===== src/design/sral_pkg.sv =====
`default_nettype none
package sral_pkg;

    // Field widths
    localparam int HoursW   = 5;
    localparam int MinW     = 6;
    localparam int SecW     = 6;
    localparam int ElapsedW = 17;
    localparam int LevelW   = 8;
    localparam int RampW    = 16;
    localparam int AccW     = 19;
    localparam int PcW      = 4;
    localparam int CountW   = 5;
    localparam int CfgIdxW  = 3;
    localparam int CfgDataW = 17;

    // Constants
    localparam logic [ElapsedW-1:0] SecsPerHour = 17'd3600;
    localparam logic [ElapsedW-1:0] SecsPerMin  = 17'd60;
    localparam logic [AccW-1:0]     SecsPerDay  = 19'd86400;
    localparam logic [AccW-1:0]     TwoDays     = 19'd172800;
    localparam logic [LevelW-1:0]   LevelMax    = 8'd255;
    localparam logic [CountW-1:0]   DivLast     = 5'(ElapsedW - 1);

    // Configuration register indexes
    typedef enum logic [CfgIdxW-1:0] {
        REG_ENABLE        = 3'd0,
        REG_ALARM_HOURS   = 3'd1,
        REG_ALARM_MINUTES = 3'd2,
        REG_ALARM_SECONDS = 3'd3,
        REG_STOP_SECONDS  = 3'd4,
        REG_RAMP_SECONDS  = 3'd5
    } reg_index_t;

    typedef struct packed {
        logic                enable;
        logic [HoursW-1:0]   alarm_hours;
        logic [MinW-1:0]     alarm_minutes;
        logic [SecW-1:0]     alarm_seconds;
        logic [ElapsedW-1:0] stop_seconds;
        logic [RampW-1:0]    ramp_seconds;
    } sral_cfg_t;

    // Datapath operations
    typedef enum logic [3:0] {
        OP_NOP       = 4'd0,
        OP_DIFF      = 4'd1,
        OP_SUBDAY    = 4'd2,
        OP_SAVE_EL   = 4'd3,
        OP_DIV_INIT  = 4'd4,
        OP_DIV_STEP  = 4'd5,
        OP_SET_LEVEL = 4'd6,
        OP_STOP_CHK  = 4'd7,
        OP_START     = 4'd8,
        OP_EMIT      = 4'd9
    } op_t;

    // Jump conditions
    typedef enum logic [2:0] {
        CND_NEXT        = 3'd0,
        CND_ALWAYS      = 3'd1,
        CND_NOT_ENABLED = 3'd2,
        CND_NOT_RINGING = 3'd3,
        CND_LEVEL_MAX   = 3'd4,
        CND_COUNT_MORE  = 3'd5
    } cond_t;

    typedef struct packed {
        op_t            op;
        cond_t          cond;
        logic [PcW-1:0] target;
    } ucode_t;

    // Program step addresses
    localparam logic [PcW-1:0] PcDispatch = 4'd0;
    localparam logic [PcW-1:0] PcRunTest  = 4'd1;
    localparam logic [PcW-1:0] PcDiff     = 4'd2;
    localparam logic [PcW-1:0] PcSub0     = 4'd3;
    localparam logic [PcW-1:0] PcSub1     = 4'd4;
    localparam logic [PcW-1:0] PcSub2     = 4'd5;
    localparam logic [PcW-1:0] PcSaveEl   = 4'd6;
    localparam logic [PcW-1:0] PcDivInit  = 4'd7;
    localparam logic [PcW-1:0] PcDivStep  = 4'd8;
    localparam logic [PcW-1:0] PcSetLevel = 4'd9;
    localparam logic [PcW-1:0] PcStopChk  = 4'd10;
    localparam logic [PcW-1:0] PcStart    = 4'd11;
    localparam logic [PcW-1:0] PcEmit     = 4'd12;

    // Sequencer to datapath
    typedef struct packed {
        logic load;
        op_t  op;
    } sral_ctrl_t;

    // Datapath to sequencer
    typedef struct packed {
        logic not_enabled;
        logic not_ringing;
        logic level_max;
        logic count_more;
        logic out_blocked;
    } sral_status_t;

    function automatic logic [ElapsedW-1:0] day_seconds(
        input logic [HoursW-1:0] h,
        input logic [MinW-1:0]   m,
        input logic [SecW-1:0]   s
    );
        logic [ElapsedW-1:0] t;
        t = ElapsedW'(h) * SecsPerHour + ElapsedW'(m) * SecsPerMin + ElapsedW'(s);
        return t;
    endfunction

endpackage
`default_nettype wire


===== src/design/sunrise_alarm_light_ramp_unit.sv =====
`default_nettype none
// Sunrise alarm light ramp. Each clock sample (hours, minutes, seconds) gives one
// result: light level, ringing flag, a one-sample stop flag and the seconds elapsed
// since the alarm time. A small microcoded sequencer runs each sample through a
// fixed program; one sample is in work at a time. A disabled sample goes straight
// to emit, an idle one tests for a start, a ringing one with the level held at 255
// skips the divider, and a ramping one runs the 17-step restoring divider for
// (elapsed + 1) / ramp_seconds; emit waits while the previous result is untaken.
// Configuration writes are always ready; the user must keep them to idle periods
// only, as the block itself does not enforce this.
module sunrise_alarm_light_ramp_unit (
    input  wire logic                            clk,
    input  wire logic                            rst_n,
    input  wire logic                            cfg_valid,
    output logic                                 cfg_ready,
    input  wire logic [sral_pkg::CfgIdxW-1:0]    cfg_index,
    input  wire logic [sral_pkg::CfgDataW-1:0]   cfg_data,
    input  wire logic                            in_valid,
    output logic                                 in_ready,
    input  wire logic [sral_pkg::HoursW-1:0]     now_hours,
    input  wire logic [sral_pkg::MinW-1:0]       now_minutes,
    input  wire logic [sral_pkg::SecW-1:0]       now_seconds,
    output logic                                 out_valid,
    input  wire logic                            out_ready,
    output logic [sral_pkg::LevelW-1:0]          light_level,
    output logic                                 is_ringing,
    output logic                                 stopped_now,
    output logic [sral_pkg::ElapsedW-1:0]        elapsed_seconds
);

    sral_pkg::sral_cfg_t    cfg_reg, cfg_next;
    sral_pkg::ucode_t       word;
    sral_pkg::sral_status_t status;
    sral_pkg::sral_ctrl_t   ctrl;
    logic [sral_pkg::PcW-1:0] pc;

    assign cfg_ready = 1'b1;

    // Register file write
    always_comb
    begin
        cfg_next = cfg_reg;
        if (cfg_valid)
        begin
            unique case (cfg_index)
                sral_pkg::REG_ENABLE:
                    cfg_next.enable = cfg_data[0];
                sral_pkg::REG_ALARM_HOURS:
                    cfg_next.alarm_hours = cfg_data[sral_pkg::HoursW-1:0];
                sral_pkg::REG_ALARM_MINUTES:
                    cfg_next.alarm_minutes = cfg_data[sral_pkg::MinW-1:0];
                sral_pkg::REG_ALARM_SECONDS:
                    cfg_next.alarm_seconds = cfg_data[sral_pkg::SecW-1:0];
                sral_pkg::REG_STOP_SECONDS:
                    cfg_next.stop_seconds = cfg_data[sral_pkg::ElapsedW-1:0];
                sral_pkg::REG_RAMP_SECONDS:
                    cfg_next.ramp_seconds = cfg_data[sral_pkg::RampW-1:0];
                default:
                begin
                end
            endcase
        end
    end

    always_ff @(posedge clk or negedge rst_n)
    begin
        if (!rst_n)
        begin
            cfg_reg.enable        <= 1'b0;
            cfg_reg.alarm_hours   <= '0;
            cfg_reg.alarm_minutes <= '0;
            cfg_reg.alarm_seconds <= '0;
            cfg_reg.stop_seconds  <= 17'd600;
            cfg_reg.ramp_seconds  <= 16'd4;
        end
        else
        begin
            cfg_reg <= cfg_next;
        end
    end

    sral_ucode_rom u_rom (
        .pc   (pc),
        .word (word)
    );

    sral_sequencer u_seq (
        .clk      (clk),
        .rst_n    (rst_n),
        .in_valid (in_valid),
        .in_ready (in_ready),
        .word     (word),
        .status   (status),
        .pc       (pc),
        .ctrl     (ctrl)
    );

    sral_datapath u_dp (
        .clk             (clk),
        .rst_n           (rst_n),
        .cfg             (cfg_reg),
        .ctrl            (ctrl),
        .status          (status),
        .now_hours       (now_hours),
        .now_minutes     (now_minutes),
        .now_seconds     (now_seconds),
        .out_valid       (out_valid),
        .out_ready       (out_ready),
        .light_level     (light_level),
        .is_ringing      (is_ringing),
        .stopped_now     (stopped_now),
        .elapsed_seconds (elapsed_seconds)
    );

`ifndef ASSERT_OFF
    // One sample in work at a time
    a_busy_after_accept: assert property (@(posedge clk) disable iff (!rst_n)
        (in_valid && in_ready) |=> !in_ready)
        else $error("input taken while a sample is in work");

    // Idle alarm shows a dark light and zero elapsed
    a_idle_dark: assert property (@(posedge clk) disable iff (!rst_n)
        (out_valid && !is_ringing) |-> (light_level == '0 && elapsed_seconds == '0))
        else $error("level or elapsed nonzero while not ringing");

    // Stop flag only on a result that is no longer ringing
    a_stop_clears: assert property (@(posedge clk) disable iff (!rst_n)
        (out_valid && stopped_now) |-> !is_ringing)
        else $error("stop flag with ringing still set");
`endif

endmodule
`default_nettype wire


===== src/design/sral_ucode_rom.sv =====
`default_nettype none
module sral_ucode_rom (
    input  wire logic [sral_pkg::PcW-1:0] pc,
    output sral_pkg::ucode_t              word
);

    // Control program: one word per step
    always_comb
    begin
        unique case (pc)
            sral_pkg::PcDispatch:
                word = '{sral_pkg::OP_NOP, sral_pkg::CND_NOT_ENABLED, sral_pkg::PcEmit};
            sral_pkg::PcRunTest:
                word = '{sral_pkg::OP_NOP, sral_pkg::CND_NOT_RINGING, sral_pkg::PcStart};
            sral_pkg::PcDiff:
                word = '{sral_pkg::OP_DIFF, sral_pkg::CND_NEXT, sral_pkg::PcDispatch};
            sral_pkg::PcSub0,
            sral_pkg::PcSub1,
            sral_pkg::PcSub2:
                word = '{sral_pkg::OP_SUBDAY, sral_pkg::CND_NEXT, sral_pkg::PcDispatch};
            sral_pkg::PcSaveEl:
                word = '{sral_pkg::OP_SAVE_EL, sral_pkg::CND_LEVEL_MAX, sral_pkg::PcStopChk};
            sral_pkg::PcDivInit:
                word = '{sral_pkg::OP_DIV_INIT, sral_pkg::CND_NEXT, sral_pkg::PcDispatch};
            sral_pkg::PcDivStep:
                word = '{sral_pkg::OP_DIV_STEP, sral_pkg::CND_COUNT_MORE, sral_pkg::PcDivStep};
            sral_pkg::PcSetLevel:
                word = '{sral_pkg::OP_SET_LEVEL, sral_pkg::CND_NEXT, sral_pkg::PcDispatch};
            sral_pkg::PcStopChk:
                word = '{sral_pkg::OP_STOP_CHK, sral_pkg::CND_ALWAYS, sral_pkg::PcEmit};
            sral_pkg::PcStart:
                word = '{sral_pkg::OP_START, sral_pkg::CND_NEXT, sral_pkg::PcDispatch};
            sral_pkg::PcEmit:
                word = '{sral_pkg::OP_EMIT, sral_pkg::CND_NEXT, sral_pkg::PcDispatch};
            default:
                word = '{sral_pkg::OP_NOP, sral_pkg::CND_ALWAYS, sral_pkg::PcEmit};
        endcase
    end

endmodule
`default_nettype wire


===== src/design/sral_sequencer.sv =====
`default_nettype none
module sral_sequencer (
    input  wire logic                     clk,
    input  wire logic                     rst_n,
    input  wire logic                     in_valid,
    output logic                          in_ready,
    input  wire sral_pkg::ucode_t         word,
    input  wire sral_pkg::sral_status_t   status,
    output logic [sral_pkg::PcW-1:0]      pc,
    output sral_pkg::sral_ctrl_t          ctrl
);

    logic                     busy_reg, busy_next;
    logic [sral_pkg::PcW-1:0] pc_reg, pc_next;
    logic                     take_jump;
    logic                     stall;

    assign in_ready = !busy_reg;
    assign pc       = pc_reg;

    // Branch condition select
    always_comb
    begin
        unique case (word.cond)
            sral_pkg::CND_NEXT:        take_jump = 1'b0;
            sral_pkg::CND_ALWAYS:      take_jump = 1'b1;
            sral_pkg::CND_NOT_ENABLED: take_jump = status.not_enabled;
            sral_pkg::CND_NOT_RINGING: take_jump = status.not_ringing;
            sral_pkg::CND_LEVEL_MAX:   take_jump = status.level_max;
            sral_pkg::CND_COUNT_MORE:  take_jump = status.count_more;
            default:                   take_jump = 1'b0;
        endcase
    end

    // Emit waits while the output register still holds an untaken beat
    assign stall = (word.op == sral_pkg::OP_EMIT) && status.out_blocked;

    always_comb
    begin
        busy_next = busy_reg;
        pc_next   = pc_reg;
        ctrl.load = 1'b0;
        ctrl.op   = sral_pkg::OP_NOP;
        if (!busy_reg)
        begin
            if (in_valid)
            begin
                busy_next = 1'b1;
                pc_next   = sral_pkg::PcDispatch;
                ctrl.load = 1'b1;
            end
        end
        else if (!stall)
        begin
            ctrl.op = word.op;
            if (word.op == sral_pkg::OP_EMIT)
            begin
                busy_next = 1'b0;
            end
            else if (take_jump)
            begin
                pc_next = word.target;
            end
            else
            begin
                pc_next = pc_reg + 1'b1;
            end
        end
    end

    always_ff @(posedge clk or negedge rst_n)
    begin
        if (!rst_n)
        begin
            busy_reg <= 1'b0;
            pc_reg   <= sral_pkg::PcDispatch;
        end
        else
        begin
            busy_reg <= busy_next;
            pc_reg   <= pc_next;
        end
    end

endmodule
`default_nettype wire


===== src/design/sral_datapath.sv =====
`default_nettype none
module sral_datapath (
    input  wire logic                          clk,
    input  wire logic                          rst_n,
    input  wire sral_pkg::sral_cfg_t           cfg,
    input  wire sral_pkg::sral_ctrl_t          ctrl,
    output sral_pkg::sral_status_t             status,
    input  wire logic [sral_pkg::HoursW-1:0]   now_hours,
    input  wire logic [sral_pkg::MinW-1:0]     now_minutes,
    input  wire logic [sral_pkg::SecW-1:0]     now_seconds,
    output logic                               out_valid,
    input  wire logic                          out_ready,
    output logic [sral_pkg::LevelW-1:0]        light_level,
    output logic                               is_ringing,
    output logic                               stopped_now,
    output logic [sral_pkg::ElapsedW-1:0]      elapsed_seconds
);

    // Latched sample
    logic [sral_pkg::HoursW-1:0]   hours_reg;
    logic [sral_pkg::MinW-1:0]     minutes_reg;
    logic [sral_pkg::SecW-1:0]     seconds_reg;

    // Alarm state
    logic                          ringing_reg, ringing_next;
    logic [sral_pkg::LevelW-1:0]   level_reg, level_next;
    logic [sral_pkg::ElapsedW-1:0] elapsed_reg, elapsed_next;
    logic                          stop_reg, stop_next;

    // Work registers
    logic [sral_pkg::AccW-1:0]     acc_reg, acc_next;
    logic [sral_pkg::ElapsedW-1:0] quot_reg, quot_next;
    logic [sral_pkg::RampW-1:0]    rem_reg, rem_next;
    logic [sral_pkg::CountW-1:0]   count_reg, count_next;

    // Output register
    logic                          out_valid_reg, out_valid_next;
    logic [sral_pkg::LevelW-1:0]   out_level_reg;
    logic                          out_ringing_reg;
    logic                          out_stop_reg;
    logic [sral_pkg::ElapsedW-1:0] out_elapsed_reg;

    logic [sral_pkg::ElapsedW-1:0] now_t;
    logic [sral_pkg::ElapsedW-1:0] alarm_t;
    logic [sral_pkg::RampW-1:0]    divisor;
    logic [sral_pkg::RampW:0]      shifted;
    logic [sral_pkg::RampW:0]      trial;
    logic                          match;

    assign now_t   = sral_pkg::day_seconds(hours_reg, minutes_reg, seconds_reg);
    assign alarm_t = sral_pkg::day_seconds(cfg.alarm_hours, cfg.alarm_minutes,
                                           cfg.alarm_seconds);
    assign divisor = (cfg.ramp_seconds == '0) ? sral_pkg::RampW'(1) : cfg.ramp_seconds;
    assign match   = (hours_reg == cfg.alarm_hours) && (minutes_reg == cfg.alarm_minutes)
                     && (seconds_reg == cfg.alarm_seconds);

    // Restoring divider step: one quotient bit per cycle
    assign shifted = {rem_reg, quot_reg[sral_pkg::ElapsedW-1]};
    assign trial   = shifted - {1'b0, divisor};

    assign status.not_enabled = !cfg.enable;
    assign status.not_ringing = !ringing_reg;
    assign status.level_max   = (level_reg == sral_pkg::LevelMax);
    assign status.count_more  = (count_reg != '0);
    assign status.out_blocked = out_valid_reg && !out_ready;

    always_comb
    begin
        ringing_next = ringing_reg;
        level_next   = level_reg;
        elapsed_next = elapsed_reg;
        stop_next    = stop_reg;
        acc_next     = acc_reg;
        quot_next    = quot_reg;
        rem_next     = rem_reg;
        count_next   = count_reg;
        if (ctrl.load)
        begin
            stop_next = 1'b0;
        end
        unique case (ctrl.op)
            sral_pkg::OP_NOP:
            begin
            end
            sral_pkg::OP_DIFF:
            begin
                acc_next = sral_pkg::AccW'(now_t) + sral_pkg::TwoDays
                           - sral_pkg::AccW'(alarm_t);
            end
            sral_pkg::OP_SUBDAY:
            begin
                if (acc_reg >= sral_pkg::SecsPerDay)
                begin
                    acc_next = acc_reg - sral_pkg::SecsPerDay;
                end
            end
            sral_pkg::OP_SAVE_EL:
            begin
                elapsed_next = acc_reg[sral_pkg::ElapsedW-1:0];
            end
            sral_pkg::OP_DIV_INIT:
            begin
                quot_next  = elapsed_reg + 1'b1;
                rem_next   = '0;
                count_next = sral_pkg::DivLast;
            end
            sral_pkg::OP_DIV_STEP:
            begin
                count_next = count_reg - 1'b1;
                if (!trial[sral_pkg::RampW])
                begin
                    rem_next  = trial[sral_pkg::RampW-1:0];
                    quot_next = {quot_reg[sral_pkg::ElapsedW-2:0], 1'b1};
                end
                else
                begin
                    rem_next  = shifted[sral_pkg::RampW-1:0];
                    quot_next = {quot_reg[sral_pkg::ElapsedW-2:0], 1'b0};
                end
            end
            sral_pkg::OP_SET_LEVEL:
            begin
                level_next = (quot_reg > sral_pkg::ElapsedW'(sral_pkg::LevelMax))
                             ? sral_pkg::LevelMax : quot_reg[sral_pkg::LevelW-1:0];
            end
            sral_pkg::OP_STOP_CHK:
            begin
                if (elapsed_reg >= cfg.stop_seconds)
                begin
                    ringing_next = 1'b0;
                    level_next   = '0;
                    elapsed_next = '0;
                    stop_next    = 1'b1;
                end
            end
            sral_pkg::OP_START:
            begin
                // level at zero elapsed is 1 / ramp
                if (match)
                begin
                    ringing_next = 1'b1;
                    elapsed_next = '0;
                    level_next   = (divisor == sral_pkg::RampW'(1))
                                   ? sral_pkg::LevelW'(1) : '0;
                end
            end
            sral_pkg::OP_EMIT:
            begin
            end
            default:
            begin
            end
        endcase
    end

    // Output valid tracking
    always_comb
    begin
        out_valid_next = out_valid_reg;
        if (out_valid_reg && out_ready)
        begin
            out_valid_next = 1'b0;
        end
        if (ctrl.op == sral_pkg::OP_EMIT)
        begin
            out_valid_next = 1'b1;
        end
    end

    always_ff @(posedge clk or negedge rst_n)
    begin
        if (!rst_n)
        begin
            ringing_reg   <= 1'b0;
            level_reg     <= '0;
            elapsed_reg   <= '0;
            stop_reg      <= 1'b0;
            out_valid_reg <= 1'b0;
            count_reg     <= '0;
        end
        else
        begin
            ringing_reg   <= ringing_next;
            level_reg     <= level_next;
            elapsed_reg   <= elapsed_next;
            stop_reg      <= stop_next;
            out_valid_reg <= out_valid_next;
            count_reg     <= count_next;
        end
    end

    // Payload registers
    always_ff @(posedge clk)
    begin
        acc_reg  <= acc_next;
        quot_reg <= quot_next;
        rem_reg  <= rem_next;
        if (ctrl.load)
        begin
            hours_reg   <= now_hours;
            minutes_reg <= now_minutes;
            seconds_reg <= now_seconds;
        end
        if (ctrl.op == sral_pkg::OP_EMIT)
        begin
            out_level_reg   <= level_reg;
            out_ringing_reg <= ringing_reg;
            out_stop_reg    <= stop_reg;
            out_elapsed_reg <= elapsed_reg;
        end
    end

    assign out_valid       = out_valid_reg;
    assign light_level     = out_level_reg;
    assign is_ringing      = out_ringing_reg;
    assign stopped_now     = out_stop_reg;
    assign elapsed_seconds = out_elapsed_reg;

endmodule
`default_nettype wire


===== config.mk =====
export PLATFORM = sky130hd
export DESIGN_NAME = sunrise_alarm_light_ramp_unit
export DESIGN_NICKNAME = d
export VERILOG_FILES = /design/src/design/sral_pkg.sv /design/src/design/sunrise_alarm_light_ramp_unit.sv /design/src/design/sral_ucode_rom.sv /design/src/design/sral_sequencer.sv /design/src/design/sral_datapath.sv
export SDC_FILE = /design/constraint.sdc
export NUM_CORES = 1
export LEC_CHECK = 0
export BUFFER_PORTS_ARGS = -buffer_cell sky130_fd_sc_hd__buf_2
export CORE_MARGIN = 2
export CORE_UTILIZATION = 35
export CTS_CLUSTER_SIZE = 24
export DETAILED_ROUTE_END_ITERATION = 8
export PLACE_DENSITY_LB_ADDON = 0.1
export SYNTH_ARGS = -nofsm -noshare
export SYNTH_HDL_FRONTEND = slang
export SYNTH_SLANG_ARGS = --single-unit

===== constraint.sdc =====
create_clock -name clk -period 7.1 [get_ports clk]
set_input_delay 1.42 -clock clk [delete_from_list [all_inputs] [get_ports clk]]
set_output_delay 1.42 -clock clk [all_outputs]
set_load 0.05 [all_outputs]

==> impl_metrics.env, run 1 <==
export IMPL_status="finished clean"
export IMPL_chipHeight_um=203.5
export IMPL_largest_reg_flops=51
export IMPL_synth_area_um2=13920
export IMPL_fin_skew_ps=15.16
export IMPL_setup_tns_final_ps=0
export IMPL_multiInputGateArea_um2=8059
export IMPL_syn_area_per_cell_um2=9.897
export IMPL_cpMostUsedCell="ha_1"
export IMPL_cts_tree="built"
export IMPL_hold_path_class="reg -> reg"
export IMPL_yosysUniqueCellTypes=80
export IMPL_io_pins=72
export IMPL_cts_root_buffer_cell="clkbuf_16"
export IMPL_num_antenna_cells=0
export IMPL_drc=0
export IMPL_rsz0062_at_grt="no"
export IMPL_vias=10100
export IMPL_viasPerCell=5.021
export IMPL_synth_flop_cell="edfxtp_1"
export IMPL_antenna_found_initial=0
export IMPL_placed_cells=1980
export IMPL_crit_fanout=5
export IMPL_synth_edf_count=96
export IMPL_area_growth_pct=11.05
export IMPL_clk_latency_ps=450
export IMPL_maxCapViolCount=0
export IMPL_globalRoute_totalOverflow=0
export IMPL_ff_latch_area_um2=5116
export IMPL_track_usage_pct=17.25
export IMPL_cp_start_kind="flip-flop"
export IMPL_cts_setup_buffers=0
export IMPL_initial_core_util_pct=35.29
export IMPL_crit_slowest_cell="fa_1"
export IMPL_ctsLongestPathBuffers=2
export IMPL_seq_area_frac_synth_pct=36.74
export IMPL_dieArea_um2=41400
export IMPL_syn_num_nets=1656
export IMPL_fp_dieW_um=203.5
export IMPL_reg2reg_slack_ps=570
export IMPL_fmax_mhz=153.2
export IMPL_final_cell_mix="ha_1 (175), inv_1 (168), nand2_1 (129)"
export IMPL_layout_commonest_cell="ha_1"
export IMPL_whs_ps=461.2
export IMPL_fin_nets=1723
export IMPL_arrival_ps=6700
export IMPL_stdcell_count=2012
export IMPL_max_slew_margin_pct=23.26
export IMPL_wl_per_cell_um=17.13
export IMPL_utilization_pct=39.19
export IMPL_clk_pin_slew_ps=70
export IMPL_grt_pass1_wl_mm=55.41
export IMPL_antenna_left=0
export IMPL_cts_sinks=185
export IMPL_worstPathRequired_ps=7280
export IMPL_io_buffer_count=70
export IMPL_synthArstFlopShare_pct=48.11
export IMPL_tightest_slew_ps=1147
export IMPL_hold_buffers=0
export IMPL_dr_pass1_iters=5
export IMPL_cts_buffers=17
export IMPL_initialDrtViolationCount=539
export IMPL_synth_seq_cells=185
export IMPL_gp_congestion=0.8230
export IMPL_yosys_warnings=0
export IMPL_period_minus_slack_ps=6528
export IMPL_drv_slew=0
export IMPL_fillers=3985
export IMPL_fp_row_count=73
export IMPL_routed_wl_mm=34.46
export IMPL_crit_type="reg -> reg"
export IMPL_worst_setup_path_end_kind="flip-flop"
export IMPL_hold_viol=0
export IMPL_drive_above_1_share_pct=11.30
export IMPL_grt_pass1_vias=10160
export IMPL_coreArea_um2=39460
export IMPL_hpwl_mm=27.44
export IMPL_period_share_pct=91.94
export IMPL_setup_violations=0
export IMPL_cts_resized=0
export IMPL_grt_max_degree=70
export IMPL_h_tree_depth=4
export IMPL_slowest_delay_ps=510
export IMPL_netlist_instances=1407
-- worst max-delay path: cells and delay by family (launching register included) --
| family | cells | cell delay (ps) |
|---|---|---|
| adder cells (fa/ha/maj) | 7 | 2520 |
| XOR/XNOR | 3 | 440 |
| AND/OR/NAND/NOR | 6 | 980 |
| buffers and inverters | 3 | 310 |
| AO/OA/AOI/OAI | 8 | 1530 |
| flip-flops | 1 | 480 |
-- per-layer routing --
layer  global-route usage (%)  wire length (µm)  vias to the layer above
met4                    3.650               351                        0
met3                    2.461              1079                       23
met5                        0                 0                        -
met1                    22.98             16350                     4819
met2                    29.77             16680                      150
li1                         -                 -                     5111
-- path summary, 6_finish.rpt --
kind | cells after the start | from | to
max in group asynchronous | 2 | rst_n | cfg_reg[42]
worst min register to register | 0 | u_dp.stop_reg | u_dp.stopped_now
min in group asynchronous | 1 | rst_n | cfg_reg[10]
worst max-delay path | 27 | u_dp.minutes_reg[3] | u_dp.acc_reg[17]
worst max register to register | 27 | u_dp.minutes_reg[3] | u_dp.acc_reg[17]
worst min-delay path | 0 | u_dp.stop_reg | u_dp.stopped_now
-- layout make-up --
type / count / share of cell area (%)
Multi-Input combinational cell: 1024 / 52.12
Sequential cell: 185 / 33.09
Tap cell: 525 / 4.248
Inverter: 168 / 4.078
Clock buffer: 19 / 2.937
Timing Repair Buffer: 78 / 2.670
Clock inverter: 13 / 0.8658
-- per-stage QoR --
step,cell area [µm²],setup slack (ps)
after CTS,15460,545.5
after global placement,14880,596.0
final,15460,571.9
after global routing,15460,78.51
after detailed placement,14880,535.8
after floorplan,13920,994.8
-- cells by family after synthesis --
logic type      Yosys count  share of synthesized area (%)
compound gates          300                          13.40
xor+xnor                103                          6.479
fa+ha+maj               207                          20.33
buf+inv                 198                          5.571
flops                   185                          36.74
mux                      64                          4.888
other cells               1                        0.02693
simple gates            349                          12.57
-- cell usage after synthesis (all sizes together), types with 12 or more instances --
master,n,area share (%)
mux2,29,2.4
xnor2,74,4.7
mux2i,35,2.5
nor3,24,0.86
nand2,129,3.5
nand3,34,1.2
o21ai,104,3.7
edfxtp,96,21
a21oi,76,2.7
nor2,49,1.3
and3,18,0.81
nor2b,15,0.69
a211oi,18,1.1
xor2,29,1.8
ha,175,16
clkbuf,19,0.51
a21o,25,1.3
inv,168,4.5
fa,32,4.6
dfrtp,84,15
nand4,14,0.63
a31oi,12,0.54
Power of run 1 is not shown: default switching activity piles up to over one toggle a cycle in this logic, so the estimate is an artifact.
==> inputs of run 2 (changes only) <==
--- a/config.mk
+++ b/config.mk
@@ -6,11 +6,12 @@
 export NUM_CORES = 1
 export LEC_CHECK = 0
 export BUFFER_PORTS_ARGS = -buffer_cell sky130_fd_sc_hd__buf_2
-export CORE_MARGIN = 2
 export CORE_UTILIZATION = 35
 export CTS_CLUSTER_SIZE = 24
 export DETAILED_ROUTE_END_ITERATION = 8
 export PLACE_DENSITY_LB_ADDON = 0.1
+export SETUP_SLACK_MARGIN = 0.15
 export SYNTH_ARGS = -nofsm -noshare
 export SYNTH_HDL_FRONTEND = slang
+export SYNTH_HIERARCHICAL = 1
 export SYNTH_SLANG_ARGS = --single-unit
==> impl_metrics.env, run 2 <==
export IMPL_synthTopCellsByArea="edfxtp_1 (21%), ha_1 (16%), dfrtp_1 (15%)"
export IMPL_maxCapViolCount=0
export IMPL_coreArea_um2=39010
export IMPL_cts_tree="built"
export IMPL_hpwl_mm=26.05
export IMPL_drive_above_1_share_pct=14.42
export IMPL_synth_top_area_share_pct=20.62
export IMPL_max_slew_margin_pct=25.59
export IMPL_ctsLongestPathBuffers=2
export IMPL_netlist_instances=1359
export IMPL_io_pins=72
export IMPL_vias=9672
export IMPL_h_tree_depth=4
export IMPL_final_cell_mix="inv_1 (180), ha_1 (175), edfxtp_1 (96)"
export IMPL_synth_seq_cells=185
export IMPL_globalRoute_totalOverflow=0
export IMPL_ys_top_cells_by_count="inv_1 (182), ha_1 (175), edfxtp_1 (96), dfrtp_1 (84), a21oi_1 (81)"
export IMPL_antenna_left=0
export IMPL_initialDrtViolationCount=408
export IMPL_synth_flop_cell="edfxtp_1"
export IMPL_fp_dieW_um=201.9
export IMPL_critPathLaunch="cfg_reg[42]"
export IMPL_cts_buffers=17
export IMPL_crit_type="reg -> reg"
export IMPL_worstReg2RegStart="cfg_reg[42]"
export IMPL_cts_root_buffer_cell="clkbuf_16"
export IMPL_hold_path_class="reg -> reg"
export IMPL_crit_fanout=6
export IMPL_fmax_mhz=153.7
export IMPL_gp_congestion=0.7960
export IMPL_status="finished clean"
export IMPL_fin_nets=1685
export IMPL_period_minus_slack_ps=6505
export IMPL_area_growth_pct=11.26
export IMPL_grt_max_degree=65
export IMPL_num_antenna_cells=0
export IMPL_track_usage_pct=16.82
export IMPL_yosysUniqueCellTypes=81
export IMPL_synthArstFlopShare_pct=48.11
export IMPL_arrival_ps=6780
export IMPL_synth_top_area_cell="edfxtp_1"
export IMPL_clk_pin_slew_ps=70
export IMPL_tightest_slew_ps=1114
export IMPL_syn_area_per_cell_um2=10.29
export IMPL_hold_viol=0
export IMPL_cp_start_kind="flip-flop"
export IMPL_syn_num_nets=1608
export IMPL_fp_row_count=72
export IMPL_drc=0
export IMPL_wl_per_cell_um=16.73
export IMPL_crit_end="u_dp/acc_reg[17]"
export IMPL_setup_tns_final_ps=0
export IMPL_grt_pass1_wl_mm=53.41
export IMPL_r2r_cells=26
export IMPL_routed_wl_mm=32.91
export IMPL_layout_commonest_cell="inv_1"
export IMPL_chipHeight_um=201.9
export IMPL_grt_pass1_vias=9918
export IMPL_reg2reg_slack_ps=600
export IMPL_seq_area_frac_synth_pct=36.59
export IMPL_synthMostInstantiatedCell="inv_1"
export IMPL_fin_skew_ps=13.66
export IMPL_initial_core_util_pct=35.84
export IMPL_worstPathRequired_ps=7370
export IMPL_largest_reg_flops=51
export IMPL_io_buffer_count=70
export IMPL_viasPerCell=4.917
export IMPL_synth_edf_count=96
export IMPL_synth_area_um2=13980
export IMPL_clk_latency_ps=460
export IMPL_setup_violations=0
export IMPL_rsz0062_at_grt="no"
export IMPL_period_share_pct=91.62
export IMPL_cts_sinks=185
export IMPL_dr_pass1_iters=4
export IMPL_worst_setup_path_end_kind="flip-flop"
export IMPL_drv_slew=0
export IMPL_yosys_warnings=6
export IMPL_dieArea_um2=40750
export IMPL_antenna_found_initial=1
export IMPL_hold_path_cell_count=0
export IMPL_fillers=3927
export IMPL_r2r_end="u_dp/acc_reg[17]"
[run 2: changes by cell type in the layout (fill, tap and decap cells not counted), moves of 10 or more]
cell	delta
inv_1	+12
nor2_1	+23
mux2_4	+10
o21bai_1	+11
and3_1	-10
nand2_1	-56
nand3_1	-14
o21ai_0	-37
mux2_2	+15
[run 2: logic make-up after synthesis]
family	count (synthesis)	synth area share, %
other	1	0.02682
buffers and inverters	209	5.924
multiplexers	98	7.884
AO/OA/AOI/OAI	261	11.86
AND/OR/NAND/NOR	293	10.89
flip-flops	185	36.59
XOR/XNOR	105	6.578
adder cells (fa/ha/maj)	207	20.24
[run 2: worst min path at each step]
stage	startpoint	end
after floorplan	u_dp/ringing_reg	u_dp/is_ringing
after global placement	u_dp/stop_reg	u_dp/stopped_now
after detailed placement	u_dp/ringing_reg	u_dp/is_ringing
after CTS	u_dp/ringing_reg	u_dp/is_ringing
after global routing	u_dp/ringing_reg	u_dp/is_ringing
final	u_dp/stop_reg	u_dp/stopped_now
[run 2: critical path: stages, from the launching register on]
cell and delay [ps]:
dfrtp_1 450, inv_2 160, fa_1 460, fa_1 510, inv_1 40, ha_1 320
a21o_1 180, a21oi_2 180, o21bai_1 90, a21oi_1 180, xnor2_1 160, ha_1 260
ha_1 370, nand4_1 120, o21ai_0 110, o41ai_2 390, a21boi_1 150, o21ai_1 170
xor2_1 200, ha_1 260, ha_1 360, a21o_1 210, a21o_1 190, a21o_1 190
a221oi_1 310, a21oi_1 70, a311oi_1 240
[run 2: area by class of cell]
| cell class | count | area, µm² | area share (%) |
|---|---|---|---|
| flip-flops and latches | 185 | 5119 | 32.91 |
| inverters | 182 | 683.2 | 4.392 |
| repair buffers | 85 | 465.4 | 2.992 |
| clock inverters | 15 | 151.4 | 0.9733 |
| well taps | 518 | 648.1 | 4.167 |
| clock buffers | 17 | 425.4 | 2.735 |
| multi-input cells | 965 | 8063 | 51.83 |
[run 2: layer usage]
layer  wire length [µm]  global-route usage (%)  share of wire (%)
met3                877                   2.612                2.7
met4                527                   4.789                1.6
met1              15760                   21.94                 48
met2              15740                   28.71                 48
met5                  0                       0                  0
[run 2: what timing repair did]
action / in CTS / in global routing
hold buffers: 0 / 0
setup buffers: 0 / 5
endpoints found under the setup margin: 0 / 2
resized for setup: 0 / 8
hold endpoints to repair: 0 / 0
[run 2: through the flow]
| step | hold slack (ps) | cells | area (µm²) | utilization [%] | worst slack, ps |
|---|---|---|---|---|---|
| 2_1_floorplan | 424.9 | 1359 | 13980 | - | 1015 |
| 3_3_place_gp | 437.4 | 1930 | 14930 | 38.27 | 504.8 |
| 3_5_place_dp | 442.5 | 1930 | 14930 | 38.27 | 308.0 |
| 4_1_cts | 461.4 | 1962 | 15500 | 39.75 | 277.6 |
| 5_1_grt | 481.6 | 1967 | 15550 | 39.88 | 168.8 |
| 6_report | 462.0 | 1967 | 15550 | 39.88 | 595.2 |
Power of run 2 is left out for the same reason.
